<file path="src/rtl/core/fnv_pkg.sv">
// Package for the FNV-1 64-bit short-key hash block.
// Holds widths, constants, the queue entry type and item kind codes.
// No dependencies; every other file of the block uses it.
package fnv_pkg;

  localparam int HASH_W          = 64;
  localparam int BYTE_W          = 8;
  localparam int CNT_W           = 4;
  localparam int SHORT_KEY_BYTES = 8;
  localparam int COUNT_SAT       = SHORT_KEY_BYTES + 1;

  localparam logic [HASH_W-1:0] FNV_BASIS = 64'hcbf29ce484222325;

  localparam int QUEUE_DEPTH = 2;
  localparam int QPTR_W      = (QUEUE_DEPTH > 1) ? $clog2(QUEUE_DEPTH) : 1;
  localparam int QCNT_W      = $clog2(QUEUE_DEPTH + 1);

  typedef logic [1:0] fnv_kind_t;

  localparam fnv_kind_t KIND_BYTE  = 2'd0;
  localparam fnv_kind_t KIND_LAST  = 2'd1;
  localparam fnv_kind_t KIND_EMPTY = 2'd2;

  typedef struct packed {
    fnv_kind_t          kind;
    logic [BYTE_W-1:0]  data;
  } fnv_q_entry_t;

endpackage

</file>
<file path="src/rtl/core/fnv_in_if.sv">
// Input channel interface: one key byte per beat with its markers.
// Depends on fnv_pkg for the byte width.
interface fnv_in_if;
  logic                          valid;
  logic                          ready;
  logic [fnv_pkg::BYTE_W-1:0]    data_byte;
  logic                          last_byte;
  logic                          empty_message;

  modport source (output valid, output data_byte, output last_byte,
                  output empty_message, input ready);
  modport sink   (input valid, input data_byte, input last_byte,
                  input empty_message, output ready);
endinterface

</file>
<file path="src/rtl/core/fnv_out_if.sv">
// Result channel interface: a 64-bit digest and the packed-key flag.
// Depends on fnv_pkg for the digest width.
interface fnv_out_if;
  logic                          valid;
  logic                          ready;
  logic [fnv_pkg::HASH_W-1:0]    digest;
  logic                          was_packed;

  modport source (output valid, output digest, output was_packed, input ready);
  modport sink   (input valid, input digest, input was_packed, output ready);
endinterface

</file>
<file path="src/rtl/core/fnv_front.sv">
// Front end: accepts input beats, classifies them and queues them.
// Depends on fnv_pkg and fnv_in_if.
module fnv_front (
  input  logic                  clk,
  input  logic                  rst_n,
  fnv_in_if.sink                in_bus,
  output logic                  q_valid,
  output fnv_pkg::fnv_q_entry_t q_entry,
  input  logic                  q_pop
);
  import fnv_pkg::*;

  fnv_q_entry_t      mem_r [QUEUE_DEPTH];
  logic [QPTR_W-1:0] wr_ptr_r, wr_ptr_nxt;
  logic [QPTR_W-1:0] rd_ptr_r, rd_ptr_nxt;
  logic [QCNT_W-1:0] count_r, count_nxt;
  logic              push;
  fnv_q_entry_t      new_entry;

  // An empty-key beat overrides the last marker.
  always_comb begin
    new_entry.data = in_bus.data_byte;
    if (in_bus.empty_message) begin
      new_entry.kind = KIND_EMPTY;
    end else if (in_bus.last_byte) begin
      new_entry.kind = KIND_LAST;
    end else begin
      new_entry.kind = KIND_BYTE;
    end
  end

  assign in_bus.ready = (count_r != QCNT_W'(QUEUE_DEPTH));
  assign push         = in_bus.valid && in_bus.ready;
  assign q_valid      = (count_r != '0);
  assign q_entry      = mem_r[rd_ptr_r];

  always_comb begin
    wr_ptr_nxt = wr_ptr_r;
    rd_ptr_nxt = rd_ptr_r;
    count_nxt  = count_r;
    if (push) begin
      wr_ptr_nxt = (wr_ptr_r == QPTR_W'(QUEUE_DEPTH - 1)) ? '0 : wr_ptr_r + 1'b1;
    end
    if (q_pop) begin
      rd_ptr_nxt = (rd_ptr_r == QPTR_W'(QUEUE_DEPTH - 1)) ? '0 : rd_ptr_r + 1'b1;
    end
    if (push && !q_pop) begin
      count_nxt = count_r + 1'b1;
    end else if (!push && q_pop) begin
      count_nxt = count_r - 1'b1;
    end
  end

  always_ff @(posedge clk) begin
    if (!rst_n) begin
      wr_ptr_r <= '0;
      rd_ptr_r <= '0;
      count_r  <= '0;
    end else begin
      wr_ptr_r <= wr_ptr_nxt;
      rd_ptr_r <= rd_ptr_nxt;
      count_r  <= count_nxt;
    end
  end

  always_ff @(posedge clk) begin
    if (push) begin
      mem_r[wr_ptr_r] <= new_entry;
    end
  end

`ifndef SYNTHESIS
  a_count_bound: assert property (@(posedge clk) disable iff (!rst_n)
    count_r <= QCNT_W'(QUEUE_DEPTH))
    else $error("queue fill count exceeds depth");

  a_pop_only_dec: assert property (@(posedge clk) disable iff (!rst_n)
    (q_pop && !push) |=> count_r == $past(count_r) - 1'b1)
    else $error("queue count did not drop on a lone pop");

  a_no_pop_empty: assert property (@(posedge clk) disable iff (!rst_n)
    q_pop |-> q_valid)
    else $error("pop from an empty queue");
`endif

endmodule

</file>
<file path="src/rtl/core/fnv_back.sv">
// Back end: runs the FNV-1 hash, packs short keys and holds the result register.
// Depends on fnv_pkg and fnv_out_if; also holds the salt register.
module fnv_back (
  input  logic                        clk,
  input  logic                        rst_n,
  input  logic                        cfg_we,
  input  logic [fnv_pkg::HASH_W-1:0]  cfg_wdata,
  input  logic                        q_valid,
  input  fnv_pkg::fnv_q_entry_t       q_entry,
  output logic                        q_pop,
  fnv_out_if.source                   out_bus
);
  import fnv_pkg::*;

  logic [HASH_W-1:0] salt_r;
  logic [HASH_W-1:0] hash_r, hash_nxt;
  logic [HASH_W-1:0] packed_r, packed_nxt;
  logic [CNT_W-1:0]  cnt_r, cnt_nxt;
  logic              out_valid_r, out_valid_nxt;
  logic [HASH_W-1:0] digest_r, digest_nxt;
  logic              was_packed_r, was_packed_nxt;
  logic [HASH_W-1:0] base;
  logic [HASH_W-1:0] hash_upd;
  logic [HASH_W-1:0] packed_upd;
  logic [CNT_W-1:0]  cnt_upd;
  logic              res_fire;

  // Multiply by the 64-bit FNV prime 0x100000001b3, modulo 2^64.
  function automatic logic [HASH_W-1:0] prime_mul(input logic [HASH_W-1:0] h);
    prime_mul = h + (h << 1) + (h << 4) + (h << 5) + (h << 7) + (h << 8) + (h << 40);
  endfunction

  assign q_pop = q_valid && (!out_valid_r || out_bus.ready);

  always_comb begin
    base     = (cnt_r == '0) ? salt_r : hash_r;
    hash_upd = prime_mul(base) ^ {{(HASH_W-BYTE_W){1'b0}}, q_entry.data};

    packed_upd = packed_r;
    for (int i = 0; i < SHORT_KEY_BYTES; i++) begin
      if (cnt_r == CNT_W'(i)) begin
        packed_upd[i*BYTE_W +: BYTE_W] = q_entry.data;
      end
    end
    cnt_upd = (cnt_r < CNT_W'(COUNT_SAT)) ? cnt_r + 1'b1 : cnt_r;
  end

  always_comb begin
    hash_nxt       = hash_r;
    packed_nxt     = packed_r;
    cnt_nxt        = cnt_r;
    digest_nxt     = digest_r;
    was_packed_nxt = was_packed_r;
    res_fire       = 1'b0;
    if (q_pop) begin
      unique case (q_entry.kind)
        KIND_BYTE: begin
          hash_nxt   = hash_upd;
          packed_nxt = packed_upd;
          cnt_nxt    = cnt_upd;
        end
        KIND_LAST: begin
          res_fire   = 1'b1;
          hash_nxt   = hash_upd;
          packed_nxt = '0;
          cnt_nxt    = '0;
          if (cnt_upd <= CNT_W'(SHORT_KEY_BYTES)) begin
            digest_nxt     = packed_upd;
            was_packed_nxt = 1'b1;
          end else begin
            digest_nxt     = hash_upd;
            was_packed_nxt = 1'b0;
          end
        end
        default: begin
          // Empty key: emit zero and start over.
          res_fire       = 1'b1;
          packed_nxt     = '0;
          cnt_nxt        = '0;
          digest_nxt     = '0;
          was_packed_nxt = 1'b0;
        end
      endcase
    end
    if (res_fire) begin
      out_valid_nxt = 1'b1;
    end else if (out_bus.ready) begin
      out_valid_nxt = 1'b0;
    end else begin
      out_valid_nxt = out_valid_r;
    end
  end

  always_ff @(posedge clk) begin
    if (!rst_n) begin
      salt_r      <= FNV_BASIS;
      packed_r    <= '0;
      cnt_r       <= '0;
      out_valid_r <= 1'b0;
    end else begin
      if (cfg_we) begin
        salt_r <= cfg_wdata;
      end
      packed_r    <= packed_nxt;
      cnt_r       <= cnt_nxt;
      out_valid_r <= out_valid_nxt;
    end
  end

  // The running hash is only read once the count is nonzero, so it needs no reset.
  always_ff @(posedge clk) begin
    hash_r       <= hash_nxt;
    digest_r     <= digest_nxt;
    was_packed_r <= was_packed_nxt;
  end

  assign out_bus.valid      = out_valid_r;
  assign out_bus.digest     = digest_r;
  assign out_bus.was_packed = was_packed_r;

`ifndef SYNTHESIS
  a_cnt_sat: assert property (@(posedge clk) disable iff (!rst_n)
    cnt_r <= CNT_W'(COUNT_SAT))
    else $error("byte count above saturation");

  a_empty_zero: assert property (@(posedge clk) disable iff (!rst_n)
    (q_pop && q_entry.kind == KIND_EMPTY) |=>
      (out_valid_r && digest_r == '0 && !was_packed_r && cnt_r == '0))
    else $error("empty key did not give a zero result");

  a_last_clears: assert property (@(posedge clk) disable iff (!rst_n)
    (q_pop && q_entry.kind == KIND_LAST) |=> (out_valid_r && cnt_r == '0 && packed_r == '0))
    else $error("last byte did not clear the key state");

  a_packed_top_zero: assert property (@(posedge clk) disable iff (!rst_n)
    (q_pop && q_entry.kind == KIND_LAST && cnt_r == '0) |=>
      (was_packed_r && digest_r[HASH_W-1:BYTE_W] == '0))
    else $error("one-byte key has nonzero upper digest bytes");
`endif

endmodule

</file>
<file path="src/rtl/core/fnv1_64_hash_short_key_pack.sv">
// Top level of the FNV-1 64-bit short-key hash block.
// Depends on fnv_pkg, fnv_in_if, fnv_out_if, fnv_front and fnv_back.

// The block takes one key byte per beat and, while results are taken, sustains
// one beat per clock; a final or empty-key beat's result passes through the
// queue and the result register to the output. That rate is set by the back
// end, which multiplies the 64-bit running hash by the FNV prime as a single
// shift-and-add step. A two-entry queue separates input acceptance from the
// hash engine, so a stalled result only backs up the input once the queue is
// full. Keys of one to eight bytes return their bytes packed little-endian
// with was_packed set; longer keys return the FNV-1 hash seeded from the salt;
// an empty key returns zero. Write the salt only while no key is in flight.
module fnv1_64_hash_short_key_pack (
  input  logic                        clk,
  input  logic                        rst_n,
  input  logic                        cfg_we,
  input  logic [fnv_pkg::HASH_W-1:0]  cfg_wdata,
  fnv_in_if.sink                      in_bus,
  fnv_out_if.source                   out_bus
);
  import fnv_pkg::*;

  logic         q_valid;
  logic         q_pop;
  fnv_q_entry_t q_entry;

  fnv_front u_front (
    .clk     (clk),
    .rst_n   (rst_n),
    .in_bus  (in_bus),
    .q_valid (q_valid),
    .q_entry (q_entry),
    .q_pop   (q_pop)
  );

  fnv_back u_back (
    .clk       (clk),
    .rst_n     (rst_n),
    .cfg_we    (cfg_we),
    .cfg_wdata (cfg_wdata),
    .q_valid   (q_valid),
    .q_entry   (q_entry),
    .q_pop     (q_pop),
    .out_bus   (out_bus)
  );

endmodule
</file>
<file path="src/flat_wrapper.sv">
// flat-port wrapper written by rule: the top's interface ports become plain ports
module fnv1_64_hash_short_key_pack_flat import fnv_pkg::*;
  (clk, rst_n, cfg_we, cfg_wdata, in_bus_valid, in_bus_data_byte, in_bus_last_byte, in_bus_empty_message, in_bus_ready, out_bus_valid, out_bus_digest, out_bus_was_packed, out_bus_ready);
  fnv_in_if in_bus_i ();
  fnv_out_if out_bus_i ();
  input  logic clk;
  input  logic rst_n;
  input  logic cfg_we;
  input  logic [fnv_pkg::HASH_W-1:0] cfg_wdata;
  input wire logic [$bits(in_bus_i.valid)-1:0] in_bus_valid;
  input wire logic [$bits(in_bus_i.data_byte)-1:0] in_bus_data_byte;
  input wire logic [$bits(in_bus_i.last_byte)-1:0] in_bus_last_byte;
  input wire logic [$bits(in_bus_i.empty_message)-1:0] in_bus_empty_message;
  output wire logic [$bits(in_bus_i.ready)-1:0] in_bus_ready;
  output wire logic [$bits(out_bus_i.valid)-1:0] out_bus_valid;
  output wire logic [$bits(out_bus_i.digest)-1:0] out_bus_digest;
  output wire logic [$bits(out_bus_i.was_packed)-1:0] out_bus_was_packed;
  input wire logic [$bits(out_bus_i.ready)-1:0] out_bus_ready;
  assign in_bus_i.valid = in_bus_valid;
  assign in_bus_i.data_byte = in_bus_data_byte;
  assign in_bus_i.last_byte = in_bus_last_byte;
  assign in_bus_i.empty_message = in_bus_empty_message;
  assign in_bus_ready = in_bus_i.ready;
  assign out_bus_valid = out_bus_i.valid;
  assign out_bus_digest = out_bus_i.digest;
  assign out_bus_was_packed = out_bus_i.was_packed;
  assign out_bus_i.ready = out_bus_ready;
  fnv1_64_hash_short_key_pack u_core (.clk(clk), .rst_n(rst_n), .cfg_we(cfg_we), .cfg_wdata(cfg_wdata), .in_bus(in_bus_i), .out_bus(out_bus_i));
endmodule
</file>
<file path="config.mk">
export PLATFORM = sky130hd
export DESIGN_NAME = fnv1_64_hash_short_key_pack_flat
export DESIGN_NICKNAME = d
export VERILOG_FILES = /design/src/rtl/core/fnv_pkg.sv /design/src/rtl/core/fnv_in_if.sv /design/src/rtl/core/fnv_out_if.sv /design/src/rtl/core/fnv_front.sv /design/src/rtl/core/fnv_back.sv /design/src/rtl/core/fnv1_64_hash_short_key_pack.sv /design/src/flat_wrapper.sv
export SDC_FILE = /design/constraint.sdc
export NUM_CORES = 1
export LEC_CHECK = 0
export ABC_AREA = 1
export BUFFER_PORTS_ARGS = -buffer_cell sky130_fd_sc_hd__buf_4
export CAP_MARGIN = 20
export CELL_PAD_IN_SITES_DETAIL_PLACEMENT = 0
export CELL_PAD_IN_SITES_GLOBAL_PLACEMENT = 2
export CORE_MARGIN = 10
export CORE_UTILIZATION = 36
export CTS_CLUSTER_SIZE = 24
export DETAILED_ROUTE_END_ITERATION = 16
export PLACE_DENSITY = 0.83
export SYNTH_ARGS = -nofsm -noshare
export SYNTH_HDL_FRONTEND = slang
export SYNTH_SLANG_ARGS = --single-unit
</file>
<file path="constraint.sdc">
create_clock -name clk -period 6.5 [get_ports clk]
set_input_delay 1.3 -clock clk [delete_from_list [all_inputs] [get_ports clk]]
set_output_delay 1.3 -clock clk [all_outputs]
set_load 0.005 [all_outputs]
</file>
; Word-level counts from Yosys, hierarchy flattened
; Memories as Yosys holds them, arrays and structs flattened. A register that Yosys moved wholly into a read port is not among the register bits.
; Index checks and enable logic that the tools add are counted.
; Widths: inputs -> output; s select.
[totals]
regBits = 266
latch_bits = 0
ramBits = 20
rom_bits = 0
in_bits = 79
output_inout_bits = 67
elab_cells = 81
memories = 1
[classes]
add_sub_neg = 11
mul = 0
div_mod_pow = 0
order_cmp = 2
eq_ne = 9
n_shift = 0
n_mux = 30
n_bitwise = 2
n_reduce_logical = 16
[mem_list]
columns = name, depth, width, rd, rd_ports_with_merged_regs, wr, line_no
row1 = u_core.u_front.mem_r, 2, 10, 1, 1, 1, fnv_front.sv:13  ; fnv_q_entry_t mem_r [QUEUE_DEPTH];
[op_table]
columns = op, count
row1 = $add 64x64->64, 6
row2 = $mux 64, 3
row3 = $pmux 64 s2, 1
row4 = $mux 8, 8
row5 = $xor 64x8->64, 1
row6 = $eq 4x3->1 const B, 4
row7 = $mux 1, 12
row8 = $eq 4x2->1 const B, 2
row9 = $mux 4, 2
row10 = $mux 2, 3
row11 = $reduce_bool 2->1, 3
row12 = $add 4x1->4 const B, 1
row13 = $eq 4x1->1 const B, 1
row14 = $le 4x4->1 const B, 1
row15 = $logic_and 1x1->1, 4
row16 = $logic_not 4->1, 1
row17 = $lt 4x4->1 const B, 1
row18 = $reduce_and 2->1, 2
row19 = $logic_not 1->1, 3
row20 = $add 1x1->1 const B, 2
row21 = $add 2x1->2 const B, 1
row22 = $eq 2x1->1 const B, 1
row23 = $logic_not 2->1, 1
row24 = $ne 2x2->1 const B, 1
row25 = other kinds (5), 5

; Longest topological paths before layout
[logic_depth]
word_depth = 11
ltp_mapped = 35
ltp_nobuf = 32

; Modules after synthesis
; From an unflattened synthesis, not the netlist that was laid out.
[hier_totals]
hier_cells = 3189
area_unflattened_um2 = 24435.9
[by_module_without_submodules]
columns = module, instances, cells_per_inst, area_each_um2, seq_area_each_um2
row1 = fnv_back, 1, 3120, 23452.5, 6536.3
row2 = fnv_front, 1, 69, 983.4, 700.7

; Worst setup path after synthesis
; Ideal clock, no wire load.
[synth_timing]
path_type = input -> register
start = in out_bus_ready
end = reg u_core.u_back.digest_r[0] (netlist: u_core.u_back.out_bus.digest[0]) (enable)
setup_time_ps = 511
t_arrival_ps = 5105
required_ps = 5989
path_slack_ps = 884
cell_stages = 5
path_buffers = 1
cell_sequence = nor2_1 > a21oi_1 > inv_2 > clkbuf_1 > a21oi_1
[synth_via]
elab_chain_len = 3
[synth_lines]
columns = item, line_no
row1 = from (decl), flat_wrapper.sv:18  ; input wire logic [$bits(out_bus_i.ready)-1:0] out_bus_ready;
row2 = $logic_or 1x1->1, fnv_back.sv:33  ; assign q_pop = q_valid && (!out_valid_r || out_bus.ready);
row3 = $logic_and 1x1->1, fnv_back.sv:33
row4 = $reduce_and 2->1 (no source line), -
row5 = to (signal assigned), fnv_back.sv:113  ; digest_r <= digest_nxt;
row6 = to (decl), fnv_back.sv:20  ; logic [HASH_W-1:0] digest_r, digest_nxt;
; No other way between the ends.
; A chain may end at the register's enable or synchronous reset.

; Final worst setup path
[layout_timing]
start = reg u_core.u_back.cnt_r[0]
end = reg u_core.u_back.hash_r[52], data pin
[layout_via]
elab_chain_len = 9
[layout_lines]
columns = item, line_no
row1 = from (decl), fnv_back.sv:18  ; logic [CNT_W-1:0] cnt_r, cnt_nxt;
row2 = from (signal assigned), fnv_back.sv:105  ; cnt_r <= cnt_nxt;
row3 = $logic_not 4->1 *, fnv_back.sv:36  ; base = (cnt_r == '0) ? salt_r : hash_r;
row4 = $mux 64 *, fnv_back.sv:36
row5 = $add 64x64->64 (5 in series), fnv_back.sv:30  ; prime_mul = h + (h << 1) + (h << 4) + (h << 5) + (h << 7) + (h << 8) + (h << 40);
row6 = $add 64x64->64 *, fnv_back.sv:30
row7 = $xor 64x8->64 *, fnv_back.sv:37  ; hash_upd = prime_mul(base) ^ {{(HASH_W-BYTE_W){1'b0}}, q_entry.data};
row8 = via u_core.u_back.hash_upd[52], fnv_back.sv:23  ; logic [HASH_W-1:0] hash_upd;
row9 = to (signal assigned), fnv_back.sv:112  ; hash_r <= hash_nxt;
row10 = to (decl), fnv_back.sv:16  ; logic [HASH_W-1:0] hash_r, hash_nxt;
; The timed path passes the listed nets; every way through them passes the cells marked *.

==> out/qor.csv <==
metric,value,unit
tritoncts,yes,
grt_max_degree,75,
synth_edf_count,149,
place_congestion,1.037,
cp-startpoint,u_core.u_back.cnt_r[0],
rsz0062_at_grt,true,
final_area,28780,µm²
overflow,0,
placed_area,27190,µm²
hp-start,u_core.u_front.rd_ptr_r,
first_pass_iters,5,
finalMaxSlewViolations,0,
pin_count,146,
drtIter0Drc,1915,
grt_usage,0.2471,
clock_path_buffers,3,
grt_pass1_vias,22154,
timing.slew.headroom,0.2991,
syn_nets,3638,
antenna_found_initial,2,
synth_ff_type,edfxtp_1,
layout.nets,3822,
insertion_delay,0.60,ns
drive_above_1_share,0.1109,
seq_area,7237,µm²
place_hpwl,82030,µm
yosys_warnings,0,
clock_sinks,287,
port_buffers,145,
start_kind,flop,
max_freq,156.5,MHz
yosysMostFrequentCell,nand2_1,
ys_types,42,
dp_slack,-0.3510,ns
nFillCells,7093,
end_kind,flop,
hold_violations,0,
yosysTopAreaCell,edfxtp_1,
netlist_instances,3230,
finalClockSkew,0.02120,ns
grt_pass1_wl,144800,µm
cp_max_fo,28,
dieArea,79710,µm²
drc,0,
multi_input_area,14630,µm²
synth-seq-cells,287,
avgSynthCellArea,7.670,µm²
required,6.84,ns
arrival,6.73,ns
yosysTopAreaCellShare,0.1806,
routedWlPerCell,22.89,µm
syn_to_final_growth,16.16,%
hold_depth,1,
totalWireLength,99000,µm
synth_common_cells,"nand2_1 (738), inv_1 (681), nor2_1 (236)",
status,completed,
clk_transition_reported_paths,0.06,ns
ant_nets,0,
post-cts-setup-buffer-count,0,
start_util,0.3618,
synth.area.top_cells,"edfxtp_1 (18%), fa_1 (14%), nand2_1 (11%)",
h-tree-depth,2,
yosysSeqAreaShare,0.2921,
hp-class,reg -> reg,
whs,0.4497,ns
viasPerCell,5.061,
rows,96,
worst_slew_pin_slew,1.051,ns
timing.rr.start,u_core.u_back.cnt_r[0],
core,68470,µm²
postSynth.asyncResetShare,0,
num_antenna_cells,0,
crit_type,reg -> reg,
r2r_cells,22,
period_minus_slack,6.391,ns
setup_ws,0.1091,ns
syn_area,24770,µm²
max_cap_viol_count,0,
cts_made_buffers,38,
finalCritPeriodShare,0.9832,
tns,0,ns
setup_viol,0,
clockRootBuffer,clkbuf_16,
die_width,282.3,µm
num_vias,21896,
die_h,282.3,µm
[stage by stage]
step	cells	util
floorplan	3230	-
global placement	4254	0.3971
detailed placement	4254	0.3971
CTS	4324	0.4174
global route	4326	0.4203
finish	4326	0.4203
[worst max-delay path: stages, from the launching register on]
cell,delay [ns]
dfxtp_1,0.39
inv_1,0.13
ha_2,0.25
nand2_8,0.19
buf_12,0.25
nand2_1,0.09
o21ai_1,0.18
inv_1,0.19
fa_1,0.52
fa_1,0.60
inv_1,0.08
fa_1,0.50
inv_1,0.09
ha_1,0.29
ha_1,0.37
a21oi_1,0.35
o21ai_0,0.30
a21oi_1,0.25
buf_4,0.13
nor2_1,0.04
o21ai_0,0.51
nand4_1,0.20
and2_1,0.22
[cell families (layout without fill, tap and decap cells)]
| family | after synthesis | in the layout | share of synthesized area |
|---|---|---|---|
| flops | 287 | 287 | 0.2921 |
| xor+xnor | 107 | 107 | 0.03783 |
| simple gates | 1170 | 1170 | 0.1918 |
| mux | 2 | 2 | 0.0008081 |
| compound gates | 551 | 551 | 0.1330 |
| fa+ha+maj | 329 | 329 | 0.2195 |
| buf+inv | 784 | 998 | 0.1249 |
[final cells by class]
type,count,share of cell area
Clock inverter,18,0.008913
Clock buffer,52,0.03887
Multi-Input combinational cell,2159,0.5083
Tap cell,882,0.03835
Timing Repair Buffer,228,0.06279
Sequential cell,287,0.2515
Inverter,700,0.09131
[routing by layer]
layer | vias to the layer above | track usage | share of wire
met1 | 10613 | 0.3334 | 0.45
li1 | 10504 | - | -
met3 | 119 | 0.04264 | 0.062
met5 | - | 0 | 0
met4 | 0 | 0.07692 | 0.031
met2 | 660 | 0.3981 | 0.46
[worst paths after layout]
| check | to | slack [ns] |
|---|---|---|
| worst max register to register | u_core.u_back.hash_r[52] | 0.11 |
| worst max-delay path | u_core.u_back.hash_r[52] | 0.11 |
| worst min-delay path | flop | 0.45 |
| worst min register to register | flop | 0.45 |
[what timing repair did]
| item | in CTS | in global routing |
|---|---|---|
| hold buffers | 0 | 0 |
| cloned | 0 | 1 |
| endpoints found under the setup margin | 9 | 45 |
| gates resized for setup | 3 | 29 |
| hold endpoints to repair | 0 | 0 |
[cells in the final DEF (no fill, tap or decap), drive strengths merged, types with 89 or more instances in the layout]
| cell | instances |
|---|---|
| dfxtp | 138 |
| buf | 227 |
| nor2 | 238 |
| edfxtp | 149 |
| fa | 176 |
| o21ai | 282 |
| xor2 | 89 |
| nand3 | 113 |
| a21oi | 127 |
| nand2 | 745 |
| ha | 153 |
| inv | 701 |
[state kept, by name (all words and copies together), names as in the netlist, named ones only]
signal,count
u_core.u_front.rd_ptr_r,1
u_core.u_back.out_bus.was_packed,1
u_core.u_back.packed_r,64
u_core.u_back.out_bus.digest,64
u_core.u_front.wr_ptr_r,1
u_core.u_front.count_r,2
u_core.u_back.hash_r,64
u_core.u_back.salt_r,64
u_core.u_front.mem_r,20
u_core.u_back.cnt_r,4
u_core.u_back.out_bus.valid,1
Power is not shown: default switching activity piles up to over one toggle a cycle in this logic, so the estimate is an artifact.
